<file path="config.mk">
export PLATFORM = sky130hd
export DESIGN_NAME = tvg_cordic_cell
export DESIGN_NICKNAME = d
export VERILOG_FILES = /design/src/design/tvg_pkg.sv /design/src/design/tvg_cordic_cell.sv
export SDC_FILE = /design/constraint.sdc
export NUM_CORES = 1
export LEC_CHECK = 0
export BUFFER_PORTS_ARGS = -buffer_cell sky130_fd_sc_hd__clkbuf_2
export CAP_MARGIN = 20
export CORE_MARGIN = 2
export CORE_UTILIZATION = 60
export CTS_CLUSTER_DIAMETER = 100
export DETAILED_ROUTE_END_ITERATION = 8
export GPL_TIMING_DRIVEN = 0
export PLACE_DENSITY = 0.84
export SLEW_MARGIN = 20
export SYNTH_ARGS = -nofsm -noshare
export SYNTH_HDL_FRONTEND = slang
export SYNTH_SLANG_ARGS = --single-unit
</file>
<file path="constraint.sdc">
create_clock -name clk_i -period 7.3 [get_ports clk_i]
set_clock_uncertainty 0.05 [all_clocks]
set_input_delay 0.365 -clock clk_i [delete_from_list [all_inputs] [get_ports clk_i]]
set_output_delay 0.365 -clock clk_i [all_outputs]
set_load 0.005 [all_outputs]
</file>
<file path="src/design/tvg_pkg.sv">
package tvg_pkg;

  localparam int unsigned MaxSegments = 1024;
  localparam int unsigned CordicSteps = 16;
  localparam int unsigned CntW        = 11;
  localparam int unsigned DivW        = 43;
  localparam int unsigned QuoW        = 32;
  localparam int unsigned StepW       = 5;

  typedef enum logic [2:0] {
    REG_MAJOR   = 3'd0,
    REG_MINOR   = 3'd1,
    REG_RING    = 3'd2,
    REG_SECTION = 3'd3,
    REG_U_TILE  = 3'd4,
    REG_V_TILE  = 3'd5
  } cfg_reg_e;

  // one step of the long division
  typedef struct packed {
    logic [CntW-1:0] rem;
    logic [DivW-1:0] num;
    logic [QuoW-1:0] quo;
    logic            ov;
  } div_t;

  // one step of the rotation
  typedef struct packed {
    logic signed [31:0] x;
    logic signed [31:0] y;
    logic signed [32:0] z;
    logic [1:0]         quad;
  } cor_t;

  typedef struct packed {
    logic signed [31:0] px;
    logic signed [31:0] py;
    logic signed [31:0] pz;
    logic signed [15:0] nx;
    logic signed [15:0] ny;
    logic signed [15:0] nz;
    logic [23:0]        tu;
    logic [23:0]        tv;
    logic [20:0]        vn;
    logic               tri_valid;
  } out_t;

  localparam logic [31:0] CordicX0 = 32'h26DD3B6A;
  localparam logic [31:0] PhaseMul = 32'h921FB544;

  localparam logic [31:0] AtanTab [32] = '{
    32'h3243F6A8, 32'h1DAC6705, 32'h0FADBAFC, 32'h07F56EA6, 32'h03FEAB76, 32'h01FFD55B,
    32'h00FFFAAA, 32'h007FFF55, 32'h003FFFEA, 32'h001FFFFD, 32'h000FFFFF, 32'h0007FFFF,
    32'h0003FFFF, 32'h0001FFFF, 32'h0000FFFF, 32'h00007FFF, 32'h00003FFF, 32'h00001FFF,
    32'h00000FFF, 32'h000007FF, 32'h000003FF, 32'h000001FF, 32'h000000FF, 32'h0000007F,
    32'h0000003F, 32'h0000001F, 32'h0000000F, 32'h00000008, 32'h00000004, 32'h00000002,
    32'h00000001, 32'h00000000
  };

  function automatic logic [CntW-1:0] eff_count(input logic [CntW-1:0] c);
    logic [CntW-1:0] r;
    r = c;
    if (c == '0) r = CntW'(1);
    else if (c > CntW'(MaxSegments)) r = CntW'(MaxSegments);
    return r;
  endfunction

  function automatic logic signed [31:0] sat32(input logic signed [37:0] v);
    logic signed [31:0] r;
    r = v[31:0];
    if (v > 38'sd2147483647) r = 32'sh7FFFFFFF;
    else if (v < -38'sd2147483648) r = 32'sh80000000;
    return r;
  endfunction

  function automatic logic signed [31:0] clamp_q30(input logic signed [31:0] v);
    logic signed [31:0] r;
    r = v;
    if (v > 32'sd1073741824) r = 32'sd1073741824;
    else if (v < -32'sd1073741824) r = -32'sd1073741824;
    return r;
  endfunction

endpackage

</file>
<file path="src/design/tvg_cordic_cell.sv">
module tvg_cordic_cell (
  input  logic                      clk_i,
  input  logic                      en_i,
  input  logic [tvg_pkg::StepW-1:0] step_i,
  input  tvg_pkg::cor_t             in_i,
  output tvg_pkg::cor_t             out_o
);

  logic signed [31:0] x;
  logic signed [31:0] y;
  logic signed [32:0] z;
  logic signed [31:0] dx;
  logic signed [31:0] dy;
  logic signed [32:0] at;
  tvg_pkg::cor_t      cell_d;
  tvg_pkg::cor_t      cell_q;

  always_comb begin
    x  = in_i.x;
    y  = in_i.y;
    z  = in_i.z;
    dx = y >>> step_i;
    dy = x >>> step_i;
    at = $signed({1'b0, tvg_pkg::AtanTab[step_i]});
    cell_d.quad = in_i.quad;
    if (!z[32]) begin
      cell_d.x = x - dx;
      cell_d.y = y + dy;
      cell_d.z = z - at;
    end else begin
      cell_d.x = x + dx;
      cell_d.y = y - dy;
      cell_d.z = z + at;
    end
  end

  always_ff @(posedge clk_i) begin
    if (en_i) begin
      cell_q <= cell_d;
    end
  end

  assign out_o = cell_q;

endmodule

</file>
Word-level counts from Yosys, hierarchy flattened
Memories as Yosys holds them, arrays and structs flattened.
Index checks and enable logic that the tools add are counted.
{ "totals": {"regBits": 99, "mem_bits_ro": 1024, "inputBits": 106, "out_inout_bits": 99, "elab_cells": 18, "memories": 1} }
{ "mem_list": {"columns": ["name", "depth", "width", "read_ports", "rd_clocked_by_memory_dff", "write_ports", "line_no", "rtl"], "rows": [
  ["(no name shown)", 32, 32, 1, 0, 0, "tvg_cordic_cell.sv:24", "at = $signed({1'b0, tvg_pkg::AtanTab[step_i]});"]
]} }
{ "classes": {"addsub": 6, "n_lt_le_gt_ge": 1, "shifts": 2, "muxes": 3, "bitwise_logic": 1} }
{ "ops": {"columns": ["operator", "count"], "rows": [
  ["$mux W97", 1],
  ["$add A32 B32 Y32", 2],
  ["$mux W32", 2],
  ["$sshr A32 B5 Y32", 2],
  ["$sub A32 B32 Y32", 2],
  ["$add A33 B33 Y33", 1],
  ["$sub A33 B33 Y33", 1],
  ["$ge A6 B6 Y1 const B", 1],
  ["$not A5 Y6", 1]
]} }

Longest topological paths before layout
{ "logic_depth": {"ltp_word": 6, "mapped_depth": 30, "ltp_nobuf": 23} }

Worst setup path after synthesis
Ideal clock, no wire load.
{ "synth_timing": {"path_type": "input to register", "start": "input step_i[1] in the netlist's numbering", "end": "register cell_q (netlist bit out_o[34]) (data pin)", "setup_ns": 0.265, "arrival_time_ns": 5.903, "required_ns": 6.985, "path_slack_ns": 1.082, "path_stages": 25, "n_path_buf": 5, "cell_sequence": "buf_6 -> clkbuf_2 -> inv_2 -> buf_4 -> buf_1 -> buf_6 -> ha_1 -> nor2b_1 -> nand2_1 -> o21ai_0 -> a21oi_1 -> inv_1 -> ha_1 -> mux2_2 -> fa_1 -> a211o_1 -> a2111oi_0 -> o311ai_0 -> o311a_1 -> a31o_2 -> nand2_1 -> o21ai_0 -> or3_1 -> a221oi_1 -> xnor2_1"} }
{ "synth_rtl": {"columns": ["item", "line_no", "rtl"], "rows": [
  ["start: declaration", "tvg_cordic_cell.sv:4", "input logic [tvg_pkg::StepW-1:0] step_i,"],
  ["end signal: assignment", "tvg_cordic_cell.sv:39", "cell_q <= cell_d;"],
  ["end: declaration", "tvg_cordic_cell.sv:16", "tvg_pkg::cor_t cell_q;"]
]} }

==> metrics <==
async set or reset register ratio after synthesis=0; global route overflow=0; met2 wire len=24600 um; Crit path max-delay family=compound AO/OA/AOI/OAI gates; critical path class=primary input to flop; maximum net fanout on the critical path=13; synthesis warning total=0; Core Area=0.0228 sq mm; routed length on met1=20500 um; RSZ-0062 raised after global routing=yes; Slew @ Worst Pin=0.988 ns; Period minus WS final=7.16 ns; Detail Route met3 WL=7460 um; buffer depth of the longest clock path=2; global-route usage over all layers=0.453; final-layout fill cell count=1722; IO Pins=205; Slowest Stage Delay on Critical Path=0.47 ns; residual DRC count=3; crit end category=flop; DRC marker count from the first detailed-route iteration=2254; final-report max-slew violation count=0; leak pwr=6.76 nW; Hold Path Class=primary input to flop; wire length of the first global-routing pass=83300 um; maximum number of pins on one net before global-route repair=100; buffer type at the clock tree root=sky130_fd_sc_hd__clkbuf_16; Wirelength per Cell=27.1 um; die height=157 um; count of flip-flops with a built-in enable after synthesis=99; worst-case hold slack=0.133 ns; Synth-to-Final Area Change=13.0%; cell count after placement=2039; num rows=55; failing checks=DRC; placer's final routability congestion estimate=1.09; total standard cell area after synthesis=0.0140 sq mm; outcome=complete, but fails checks; final instance area=0.0158 sq mm; number of inserted diodes=0; TritonCTS clock tree=done; synthesized net count=1745; count of buffering cells on the critical path with inverters included=8; Detailed Place HPWL=43600 um; x dimension of the die=157 um; per-cell via count in the routed design=7.15; arrival time of data at the critical path endpoint=7.22 ns; Highest Signal Layer=met4; Die Outline Area=0.0246 sq mm; overall power=3.22 mW; antenna violations before repair=0; post-synthesis cell type count=84; Final Non-Filler Cells=2053; CTS clk-pin slew, worst paths=0.08 ns; Port Buffer Count=202; max frequency=140 MHz; CTS hold repair buffers=0; post-synthesis sequential element count=99; fraction of the cycle the final worst path needs=0.980; critical path data required time=7.36 ns; startpoint kind of the worst setup timing path=primary input; via count of the first global-routing pass=14100; detailed-router iteration count before antenna repair=9; most instantiated flip-flop cell in the synthesis netlist=sky130_fd_sc_hd__edfxtp_1; final-report setup violation count=0; number of nets with antenna violations after detailed routing=0; Worst slew margin=0.337; Sinks on Clock Net=99; total negative slack for setup checks=0 ns; max-cap check violation count=0; Crit path top cell by count=sky130_fd_sc_hd__o21ai_0; max FFs per register=99; fraction of the yosys area taken by sequential cells=0.212; Post-Syn Area per Cell=9.20 sq um; starting density of the core=0.616; slowest cell on the critical path=sky130_fd_sc_hd__fa_1; routed via count=14700; number of hold violations in the final report=0; H-tree Lvls=3; nets=1957; aggregate routed wire length=55600 um; synthesized instance count=1524; share of layout cells above drive strength 1=0.236; dpl cell area=0.0154 sq mm; Power Density=203 mW/mm^2; number of clock buffers inserted by TritonCTS=9; Peak VDD IR=0.000153 V
## final cells by class
type / instances / area [sq um] / share of cell area
Buffer: 77 / 499 / 0.0315
Sequential cell: 99 / 2970 / 0.188
Multi-Input combinational cell: 1305 / 10500 / 0.662
Clock inverter: 6 / 88.8 / 0.00561
Clock buffer: 9 / 225 / 0.0142
Tap cell: 313 / 392 / 0.0247
Timing Repair Buffer: 202 / 1020 / 0.0644
Inverter: 42 / 159 / 0.0100
## path summary, 6_finish.rpt
| path | from | to | depth (start not counted) |
|---|---|---|---|
| worst min-delay path | in_i[1] | out_o[1]$_DFFE_PP_ | 1 |
| worst max-delay path | step_i[1] | out_o[34]$_DFFE_PP_ | 26 |
## metrics by stage
step | util | setup WS, ns
6_report | 0.695 | 0.144
5_1_grt | 0.695 | -0.0564
4_1_cts | 0.692 | 0.0333
3_5_place_dp | 0.678 | -0.966
3_3_place_gp | 0.677 | -0.718
2_1_floorplan | - | 1.08
## Yosys cell counts, types with 31 or more instances
cell	instances	area share
sky130_fd_sc_hd__ha_1	112	0.10
sky130_fd_sc_hd__nor2_1	115	0.031
sky130_fd_sc_hd__a21o_1	47	0.025
sky130_fd_sc_hd__nand2_1	119	0.032
sky130_fd_sc_hd__xor2_1	72	0.045
sky130_fd_sc_hd__o21ai_0	84	0.030
sky130_fd_sc_hd__a21oi_1	140	0.050
sky130_fd_sc_hd__edfxtp_1	99	0.21
sky130_fd_sc_hd__mux2i_1	51	0.036
sky130_fd_sc_hd__xnor2_1	96	0.060
sky130_fd_sc_hd__inv_1	39	0.010
sky130_fd_sc_hd__mux4_2	70	0.11
sky130_fd_sc_hd__mux2_2	31	0.025
sky130_fd_sc_hd__a31oi_1	36	0.016
## cell usage in the layout (no fill, tap or decap), types with 11 or more instances in the layout
cell / n
sky130_fd_sc_hd__nand3_1: 26
sky130_fd_sc_hd__a21oi_1: 139
sky130_fd_sc_hd__buf_4: 11
sky130_fd_sc_hd__clkbuf_1: 21
sky130_fd_sc_hd__a31oi_1: 35
sky130_fd_sc_hd__o21a_1: 17
sky130_fd_sc_hd__nor3_1: 22
sky130_fd_sc_hd__mux2i_1: 51
sky130_fd_sc_hd__clkbuf_2: 207
sky130_fd_sc_hd__xnor2_1: 96
sky130_fd_sc_hd__a211oi_1: 23
sky130_fd_sc_hd__ha_1: 112
sky130_fd_sc_hd__or2_2: 14
sky130_fd_sc_hd__nor2_1: 115
sky130_fd_sc_hd__o21ai_0: 83
sky130_fd_sc_hd__xor2_1: 71
sky130_fd_sc_hd__nor2b_1: 12
sky130_fd_sc_hd__mux2_2: 31
sky130_fd_sc_hd__a22oi_1: 12
sky130_fd_sc_hd__mux4_2: 70
sky130_fd_sc_hd__buf_2: 13
sky130_fd_sc_hd__o211ai_1: 13
sky130_fd_sc_hd__nand2b_1: 21
sky130_fd_sc_hd__o21bai_1: 13
sky130_fd_sc_hd__inv_1: 39
sky130_fd_sc_hd__nand2_1: 119
sky130_fd_sc_hd__o22ai_1: 13
sky130_fd_sc_hd__edfxtp_1: 99
sky130_fd_sc_hd__a21o_1: 47
## metal layers
layer / vias up / global-route usage
met5: - / 0
met4: 0 / 0.213
met3: 257 / 0.123
met2: 1286 / 0.704
met1: 6888 / 0.587
li1: 6250 / -
## power by group
group          switching (mW)  internal [mW]  leakage, nW
Combinational            1.05          0.731         5.64
Clock                   0.255          0.301        0.150
Sequential             0.0416          0.846        0.969
## timing repair
item	in CTS	in global routing
setup buffers	0	0
endpoints found under the setup margin	11	17
gates resized for setup	8	25
## cell families (layout without fill, tap and decap cells)
| family | Yosys count | in the layout | synth area share |
|---|---|---|---|
| AOI/OAI and AO/OA | 475 | 475 | 0.218 |
| and+or+nand+nor | 392 | 392 | 0.136 |
| xor gates and xnor gates | 168 | 168 | 0.105 |
| muxes | 155 | 155 | 0.179 |
| buffers and inverters | 120 | 336 | 0.0459 |
| adders and majority gates | 115 | 115 | 0.104 |
| DFF | 99 | 99 | 0.212 |
No activity file was read; power rests on OpenSTA's default activity.
