File: config.mk
export PLATFORM = sky130hd
export DESIGN_NAME = tvg_div_cell
export DESIGN_NICKNAME = d
export VERILOG_FILES = /design/src/design/tvg_pkg.sv /design/src/design/tvg_div_cell.sv
export SDC_FILE = /design/constraint.sdc
export NUM_CORES = 1
export LEC_CHECK = 0
export BUFFER_PORTS_ARGS = -buffer_cell sky130_fd_sc_hd__buf_2
export CORE_UTILIZATION = 41
export CTS_BUF_LIST = sky130_fd_sc_hd__clkbuf_8
export CTS_CLUSTER_SIZE = 40
export DETAILED_ROUTE_END_ITERATION = 10
export PLACE_DENSITY = 0.88
export SYNTH_ARGS = -nofsm -noshare
export SYNTH_HDL_FRONTEND = slang
export SYNTH_SLANG_ARGS = --single-unit
export TNS_END_PERCENT = 20
File: constraint.sdc
create_clock -name clk_i -period 2.85 [get_ports clk_i]
set_input_delay 0.855 -clock clk_i [delete_from_list [all_inputs] [get_ports clk_i]]
set_output_delay 0.855 -clock clk_i [all_outputs]
set_load 0.01 [all_outputs]
File: src/design/tvg_pkg.sv
package tvg_pkg;

  localparam int unsigned MaxSegments = 1024;
  localparam int unsigned CordicSteps = 16;
  localparam int unsigned CntW        = 11;
  localparam int unsigned DivW        = 43;
  localparam int unsigned QuoW        = 32;
  localparam int unsigned StepW       = 5;

  typedef enum logic [2:0] {
    REG_MAJOR   = 3'd0,
    REG_MINOR   = 3'd1,
    REG_RING    = 3'd2,
    REG_SECTION = 3'd3,
    REG_U_TILE  = 3'd4,
    REG_V_TILE  = 3'd5
  } cfg_reg_e;

  // one step of the long division
  typedef struct packed {
    logic [CntW-1:0] rem;
    logic [DivW-1:0] num;
    logic [QuoW-1:0] quo;
    logic            ov;
  } div_t;

  // one step of the rotation
  typedef struct packed {
    logic signed [31:0] x;
    logic signed [31:0] y;
    logic signed [32:0] z;
    logic [1:0]         quad;
  } cor_t;

  typedef struct packed {
    logic signed [31:0] px;
    logic signed [31:0] py;
    logic signed [31:0] pz;
    logic signed [15:0] nx;
    logic signed [15:0] ny;
    logic signed [15:0] nz;
    logic [23:0]        tu;
    logic [23:0]        tv;
    logic [20:0]        vn;
    logic               tri_valid;
  } out_t;

  localparam logic [31:0] CordicX0 = 32'h26DD3B6A;
  localparam logic [31:0] PhaseMul = 32'h921FB544;

  localparam logic [31:0] AtanTab [32] = '{
    32'h3243F6A8, 32'h1DAC6705, 32'h0FADBAFC, 32'h07F56EA6, 32'h03FEAB76, 32'h01FFD55B,
    32'h00FFFAAA, 32'h007FFF55, 32'h003FFFEA, 32'h001FFFFD, 32'h000FFFFF, 32'h0007FFFF,
    32'h0003FFFF, 32'h0001FFFF, 32'h0000FFFF, 32'h00007FFF, 32'h00003FFF, 32'h00001FFF,
    32'h00000FFF, 32'h000007FF, 32'h000003FF, 32'h000001FF, 32'h000000FF, 32'h0000007F,
    32'h0000003F, 32'h0000001F, 32'h0000000F, 32'h00000008, 32'h00000004, 32'h00000002,
    32'h00000001, 32'h00000000
  };

  function automatic logic [CntW-1:0] eff_count(input logic [CntW-1:0] c);
    logic [CntW-1:0] r;
    r = c;
    if (c == '0) r = CntW'(1);
    else if (c > CntW'(MaxSegments)) r = CntW'(MaxSegments);
    return r;
  endfunction

  function automatic logic signed [31:0] sat32(input logic signed [37:0] v);
    logic signed [31:0] r;
    r = v[31:0];
    if (v > 38'sd2147483647) r = 32'sh7FFFFFFF;
    else if (v < -38'sd2147483648) r = 32'sh80000000;
    return r;
  endfunction

  function automatic logic signed [31:0] clamp_q30(input logic signed [31:0] v);
    logic signed [31:0] r;
    r = v;
    if (v > 32'sd1073741824) r = 32'sd1073741824;
    else if (v < -32'sd1073741824) r = -32'sd1073741824;
    return r;
  endfunction

endpackage

File: src/design/tvg_div_cell.sv
module tvg_div_cell (
  input  logic                         clk_i,
  input  logic                         en_i,
  input  tvg_pkg::div_t                in_i,
  input  logic [tvg_pkg::CntW-1:0]     divisor_i,
  output tvg_pkg::div_t                out_o
);

  logic [tvg_pkg::CntW:0] rem_ext;
  logic [tvg_pkg::CntW:0] diff;
  logic                   take;
  tvg_pkg::div_t          cell_d;
  tvg_pkg::div_t          cell_q;

  always_comb begin
    rem_ext = {in_i.rem, in_i.num[tvg_pkg::DivW-1]};
    diff    = rem_ext - {1'b0, divisor_i};
    take    = (rem_ext >= {1'b0, divisor_i});
    cell_d.rem = take ? diff[tvg_pkg::CntW-1:0] : rem_ext[tvg_pkg::CntW-1:0];
    cell_d.num = {in_i.num[tvg_pkg::DivW-2:0], 1'b0};
    cell_d.quo = {in_i.quo[tvg_pkg::QuoW-2:0], take};
    cell_d.ov  = in_i.ov | in_i.quo[tvg_pkg::QuoW-1];
  end

  always_ff @(posedge clk_i) begin
    if (en_i) begin
      cell_q <= cell_d;
    end
  end

  assign out_o = cell_q;

endmodule

# == Word level (Yosys, flattened, before mapping) ==
# Cells that the tools add are included.
# word_totals
regBits,86
out_inout_bits,87
word_cells,8
# op_classes
add_sub_neg,1
n_lt_le_gt_ge,1
muxes,1
bitwise_logic,1
# op_table
operator,n
12-bit by 11-bit >= comparator with 1-bit output,1
11-bit 2-to-1 mux,1
11-bit subtractor,1
1-bit bitwise OR,1

# == Logic depth before layout (Yosys ltp) ==
# Gate-level depths: netlist (run 1).
# logic_depth
depth_word,2
ltp_mapped,10
depth_no_buf,9

# == Worst setup path before layout (run 1) ==
# OpenSTA, ideal clock, no wires.
# synth_timing
path_type,input to register
start,in in_i[75] in the netlist's numbering
end,reg cell_q (netlist bit out_o[78]) (data pin)
setup_time_ns,0.254
arrival_ns,2.472
setup_slack_ns,0.124
stages,10
path_buffers,1
path_cell_list,inv_1 ha_1 fa_1 and2b_1 o21ai_2 a311oi_2 o2bb2ai_2 buf_6 nand2_1 o21ai_2
# synth_rtl
item,line_no,source
"start, declared",tvg_div_cell.sv:4,"input tvg_pkg::div_t in_i,"
"end signal, assigned",tvg_div_cell.sv:27,cell_q <= cell_d;
"end, declared",tvg_div_cell.sv:13,tvg_pkg::div_t cell_q;

==> impl_metrics.toml, run 1 <==
[sta]
highest_clock_rate_ghz = 0.379
setup-violations-final = 0
final_period_minus_worst_setup_slack_ns = 2.64
final_hold_viol_count = 0
whs_ns = 0.672
rsz_0062_raised_after_global_routing = "false"
period_share_pct = 92.6
report.final.slew_viol_count = 0

[worst_setup_path]
timing_worst_setup_path_type = "in2reg"
crit_fanout = 2
cp-end-kind = "flop"
required_ns = 2.94
nature_of_the_critical_path_startpoint = "input pin"
critical_path_arrival_ns = 2.73

[detailed_routing]
wire_length_per_cell_um = 17.2
vias = 2451
drc = 0
avgViaCountPerCell = 4.87
antenna_violating_nets_left = 0
dr.first_iter.drc_count = 128
finalWirelength_um = 8650
drt_first_pass_iters = 4

[clocking]
cts_tree = "yes"
cts_htree_levels = 3
hold_buffers = 0
cts_num_sinks = 86
cts_inserted_buffers = 9
ctsRootBufferMaster = "clkbuf_8"
post-cts-setup-buffers = 0
path_clk_slew_ns = 0.09
cts-resized-gates = 0
ctsLongestPathBuffers = 2

[power]
power.clock.fraction_pct = 31.8
power.internal_mw = 2.23
p_sw_share_pct = 24.8
switching_power_uw = 735
power_frac_comb_pct = 16.0
p_seq_share_pct = 52.3
ir_drop_mv = 0.221
power_leakage_nw = 2.08
powerDensity_mw_per_mm2 = 636

[layout]
n_antenna_cell = 0
layout-drive-gt1-share_pct = 54.1
nFillCells = 622
multi_input_area_sq_um = 682
seq_area_sq_mm = 0.00258
net_count_of_the_finished_layout = 508
most-common-layout-cells = "buf_2 (184), edfxtp_1 (86), nand2_1 (19)"
most_frequent_standard_cell_in_the_layout_excluding_fill_and_tap_cells = "buf_2"
post-route-cell-area_sq_mm = 0.00466
flip_flop_count_of_the_largest_register_after_layout = 86
areaGrowthSynthToFinish_pct = 38.8

[logic_synthesis]
syn_area_sq_mm = 0.00335
syn_avg_cell_area_sq_um = 16.9
seq_cells_post_synth = 86
synthesis.instances = 199
synth_edf_count = 86
post_synthesis_net_count = 311
ys_warn_count = 0
synthArstFlopShare_pct = 0
synth.top_cell.area_share_pct = 77.0
synth_seq_area_share_pct = 77.0
post_synth_num_cell_types = 38
synth_top_flop_cell = "edfxtp_1"
netlist_top_cells_area = "edfxtp_1 (77%), ha_1 (4.1%), nand2_1 (2.1%), o21ai_2 (2.1%), inv_1 (1.8%)"
synth_area_leader_cell = "edfxtp_1"

[die]
starting_density_of_the_core_pct = 43.0
area_of_the_die_sq_mm = 0.00855
io_pins = 187
die_w_um = 92.5
count_of_standard_cell_rows = 32
core_ar_sq_mm = 0.00781
die_height_um = 92.5

[global_routing]
grt_overflow = 0
via_count_of_the_first_global_routing_pass = 2312
grt_use_total_pct = 19.7
antenna_found_initial = 0
grt_pass1_wl_um = 12300
grt_max_degree = 59

[status]
outcome = "completed"

[placement]
place_congestion = 0.769
hpwlAfterDp_um = 6760
placement.cell_area_sq_mm = 0.00444
place.port_buffers = 185

[hold_path]
hp-class = "in2reg"

[run]
cap_violations = 0
-- final cells by class --
cell class	instances	share of cell area, %
clock inverters	7	2.07
multi-input cells	94	14.6
flip-flops and latches	86	55.5
clock buffers	9	2.66
well taps	102	2.74
repair buffers	189	21.1
inverters	16	1.29
-- worst max-delay path, cell delays in order --
cell	delay, ns
buf_2	0.10
inv_1	0.04
ha_1	0.21
fa_1	0.39
and2b_1	0.24
o21ai_2	0.07
a311oi_2	0.32
buf_4	0.17
nor2b_1	0.04
o211ai_1	0.18
nand4_1	0.11
-- cell usage after synthesis, types with 2 or more instances --
| master | n |
|---|---|
| nand4_1 | 3 |
| nor2b_1 | 2 |
| nand2_1 | 19 |
| nor2_1 | 5 |
| edfxtp_1 | 86 |
| ha_1 | 11 |
| xor2_1 | 4 |
| xnor2_1 | 2 |
| nand2b_1 | 3 |
| o21ai_1 | 2 |
| o21ai_2 | 8 |
| o31ai_1 | 2 |
| a21oi_1 | 6 |
| o21ai_0 | 3 |
| buf_6 | 2 |
| and3_1 | 2 |
| inv_1 | 16 |
| a21o_1 | 2 |
| o211ai_1 | 2 |
-- path summary, 6_finish.rpt --
path | from | endpoint | slack (ns) | cells after the start
max | in_i[75] | out_o[86] | 0.21 | 11
min | in_i[59] | out_o[60] | 0.67 | 1
-- power groups by stage --
stage / logic (mW) / clock network [mW] / registers [mW]
after CTS: 0.475 / 0.948 / 1.55
final: 0.472 / 0.940 / 1.55
after global routing: 0.509 / 1.00 / 1.56
after detailed placement: 0.474 / 0 / 1.58
after floorplan: 0.160 / 0 / 1.64
after global placement: 0.454 / 0 / 1.57
-- per-layer routing --
layer  vias to the layer above  part of all wire, %  global-route usage, %
met1                      1172                   35                   21.3
met5                         -                    0                      0
li1                       1144                    -                      -
met3                        14                  8.2                   4.68
met4                         0                  1.3                   7.55
met2                       121                   55                   36.9
-- cell families after synthesis --
family	count (synthesis)	synth area share (%)
AOI/OAI and AO/OA	35	8.17
adders and majority gates	12	4.70
DFF	86	77.0
buffers and inverters	19	2.69
and+or+nand+nor	40	5.78
other	1	0.112
xor gates and xnor gates	6	1.57
-- metrics by stage --
stage	util, %	setup TNS, ns	cells	total power [mW]	setup slack (ns)
2_1_floorplan	-	0	199	1.81	0.124
3_3_place_gp	56.8	-0.272	487	2.03	-0.0712
3_5_place_dp	56.8	-0.751	487	2.05	-0.144
4_1_cts	59.6	0	503	2.97	0.230
5_1_grt	59.6	0	503	3.07	0.106
6_report	59.6	0	503	2.96	0.211
Power figures use the tool's default switching activity.
==> run 2, diff against run 1 <==
--- a/config.mk
+++ b/config.mk
@@ -6,11 +6,11 @@
 export NUM_CORES = 1
 export LEC_CHECK = 0
 export BUFFER_PORTS_ARGS = -buffer_cell sky130_fd_sc_hd__buf_2
-export CORE_UTILIZATION = 41
+export CORE_UTILIZATION = 30
 export CTS_BUF_LIST = sky130_fd_sc_hd__clkbuf_8
 export CTS_CLUSTER_SIZE = 40
 export DETAILED_ROUTE_END_ITERATION = 10
-export PLACE_DENSITY = 0.88
+export PLACE_DENSITY = 0.68
 export SYNTH_ARGS = -nofsm -noshare
 export SYNTH_HDL_FRONTEND = slang
 export SYNTH_SLANG_ARGS = --single-unit
==> constraint.sdc (replaced) <==
create_clock -name clk_i -period 3.4 [get_ports clk_i]
set_input_delay 0.68 -clock clk_i [delete_from_list [all_inputs] [get_ports clk_i]]
set_output_delay 0.68 -clock clk_i [all_outputs]
set_load 0.01 [all_outputs]
==> run 2 against run 1 <==
Effect of this change: global-route usage decreased by 6.8 points; critical path depth decreased by 2; non-clock buffer count decreased by 4; design area decreased by 0.46%; sequential cell count unchanged; sequential power decreased by 16%; count of clock-buffer cells in the layout unchanged; combinational power decreased by 21%; critical endpoint is now out_o[80]; largest cell class unchanged.
==> impl_metrics.toml, run 2 (synthesis results as in run 1) <==
[run]
cap_violations = 0

[clocking]
path_clk_slew_ns = 0.08
hold_buffers = 0
post-cts-setup-buffers = 0
cts_htree_levels = 3
ctsLongestPathBuffers = 2
cts_tree = "yes"
cts-resized-gates = 0
cts_num_sinks = 86
cts_inserted_buffers = 9
ctsRootBufferMaster = "clkbuf_8"

[die]
io_pins = 187
starting_density_of_the_core_pct = 30.8
count_of_standard_cell_rows = 38
area_of_the_die_sq_mm = 0.0116
die_w_um = 108
die_height_um = 108
core_ar_sq_mm = 0.0109

[power]
powerDensity_mw_per_mm2 = 521
power_leakage_nw = 2.05
ir_drop_mv = 0.279

[worst_setup_path]
crit_fanout = 21
timing_worst_setup_path_type = "in2reg"
critical_path_arrival_ns = 2.69
required_ns = 3.47
nature_of_the_critical_path_startpoint = "input pin"
cp-end-kind = "flop"

[global_routing]
via_count_of_the_first_global_routing_pass = 2145
grt_max_degree = 87
antenna_found_initial = 0
grt_use_total_pct = 12.8
grt_overflow = 0
grt_pass1_wl_um = 10900

[sta]
report.final.slew_viol_count = 0
fin_worst_setup_slack_ns = 0.784
period_share_pct = 77.0
transition_time_of_the_tightest_slew_check_pin_ns = 1.07
setup-violations-final = 0
timing.slew.headroom_pct = 28.7
rsz_0062_raised_after_global_routing = "false"
highest_clock_rate_ghz = 0.382
setup_total_negative_slack_ns = 0
final_hold_viol_count = 0
final_period_minus_worst_setup_slack_ns = 2.62

[detailed_routing]
avgViaCountPerCell = 4.40
vias = 2363
finalWirelength_um = 7850
dr.first_iter.drc_count = 51
wire_length_per_cell_um = 14.6
antenna_violating_nets_left = 0
drt_first_pass_iters = 4
drc = 0

[layout]
areaGrowthSynthToFinish_pct = 38.2
most-common-layout-cells = "buf_2 (184), edfxtp_1 (86), inv_1 (19), nand2_1 (19), ha_1 (11)"
flip_flop_count_of_the_largest_register_after_layout = 86
layout-drive-gt1-share_pct = 52.9
seq_area_sq_mm = 0.00258
n_antenna_cell = 0
multi_input_area_sq_um = 682
most_frequent_standard_cell_in_the_layout_excluding_fill_and_tap_cells = "buf_2"
nFillCells = 1043
net_count_of_the_finished_layout = 504

[placement]
place.port_buffers = 185
post-place-ws_ns = 0.380
hpwlAfterDp_um = 6100
place_congestion = 0.790

[status]
outcome = "completed"

[hold_path]
hold-path-cell-count = 1
hp-class = "in2reg"
==> run 2: cell types whose count changed in the layout (fill, tap and decap cells not counted) <==
cell / delta
buf_12: -2
buf_4: -2
clkinv_2: -1
inv_1: +3
inv_6: -1
inv_8: -1
==> run 2: metrics by stage <==
step                      utilization (%)  hold WS [ns]  instances  cell area (sq um)  total power [mW]
after floorplan                         -         0.779        199               3350              1.51
after global placement               40.7         0.857        521               4430              1.69
after detailed placement             40.7         0.858        521               4430              1.71
after CTS                            42.6         0.476        537               4630              2.45
after global routing                 42.6         0.475        537               4630              2.52
final                                42.6         0.493        537               4630              2.41
==> run 2: power breakdown <==
part | total, mW | switching, mW | internal, mW
combinational | 0.375 | 0.214 | 0.161
clock | 0.741 | 0.338 | 0.403
sequential | 1.30 | 0.0213 | 1.28
total | 2.41 | 0.573 | 1.84
==> run 2: final timing paths <==
kind                      from   endpoint
worst max-delay path  in_i[75]  out_o[80]
worst min-delay path  in_i[50]  out_o[51]
==> run 2: layout make-up <==
class	count	share of cell area (%)
well taps	140	3.78
multi-input cells	94	14.7
repair buffers	185	20.0
clock buffers	9	2.67
clock inverters	7	1.78
inverters	16	1.30
flip-flops and latches	86	55.7
==> run 2: critical path: stages <==
cell,delay (ns)
buf_2,0.10
inv_1,0.05
ha_1,0.18
fa_1,0.21
and2b_1,0.21
o21ai_2,0.14
a311oi_2,0.14
o2bb2ai_2,0.80
o31ai_1,0.18
==> run 2: routing by layer <==
layer  up-vias  track usage [%]  share of wire, %
met2       109             21.9                51
met1      1106             14.4                38
met3        15             3.93               9.0
met5         -                0                 0
li1       1133                -                 -
met4         0             6.56               2.1
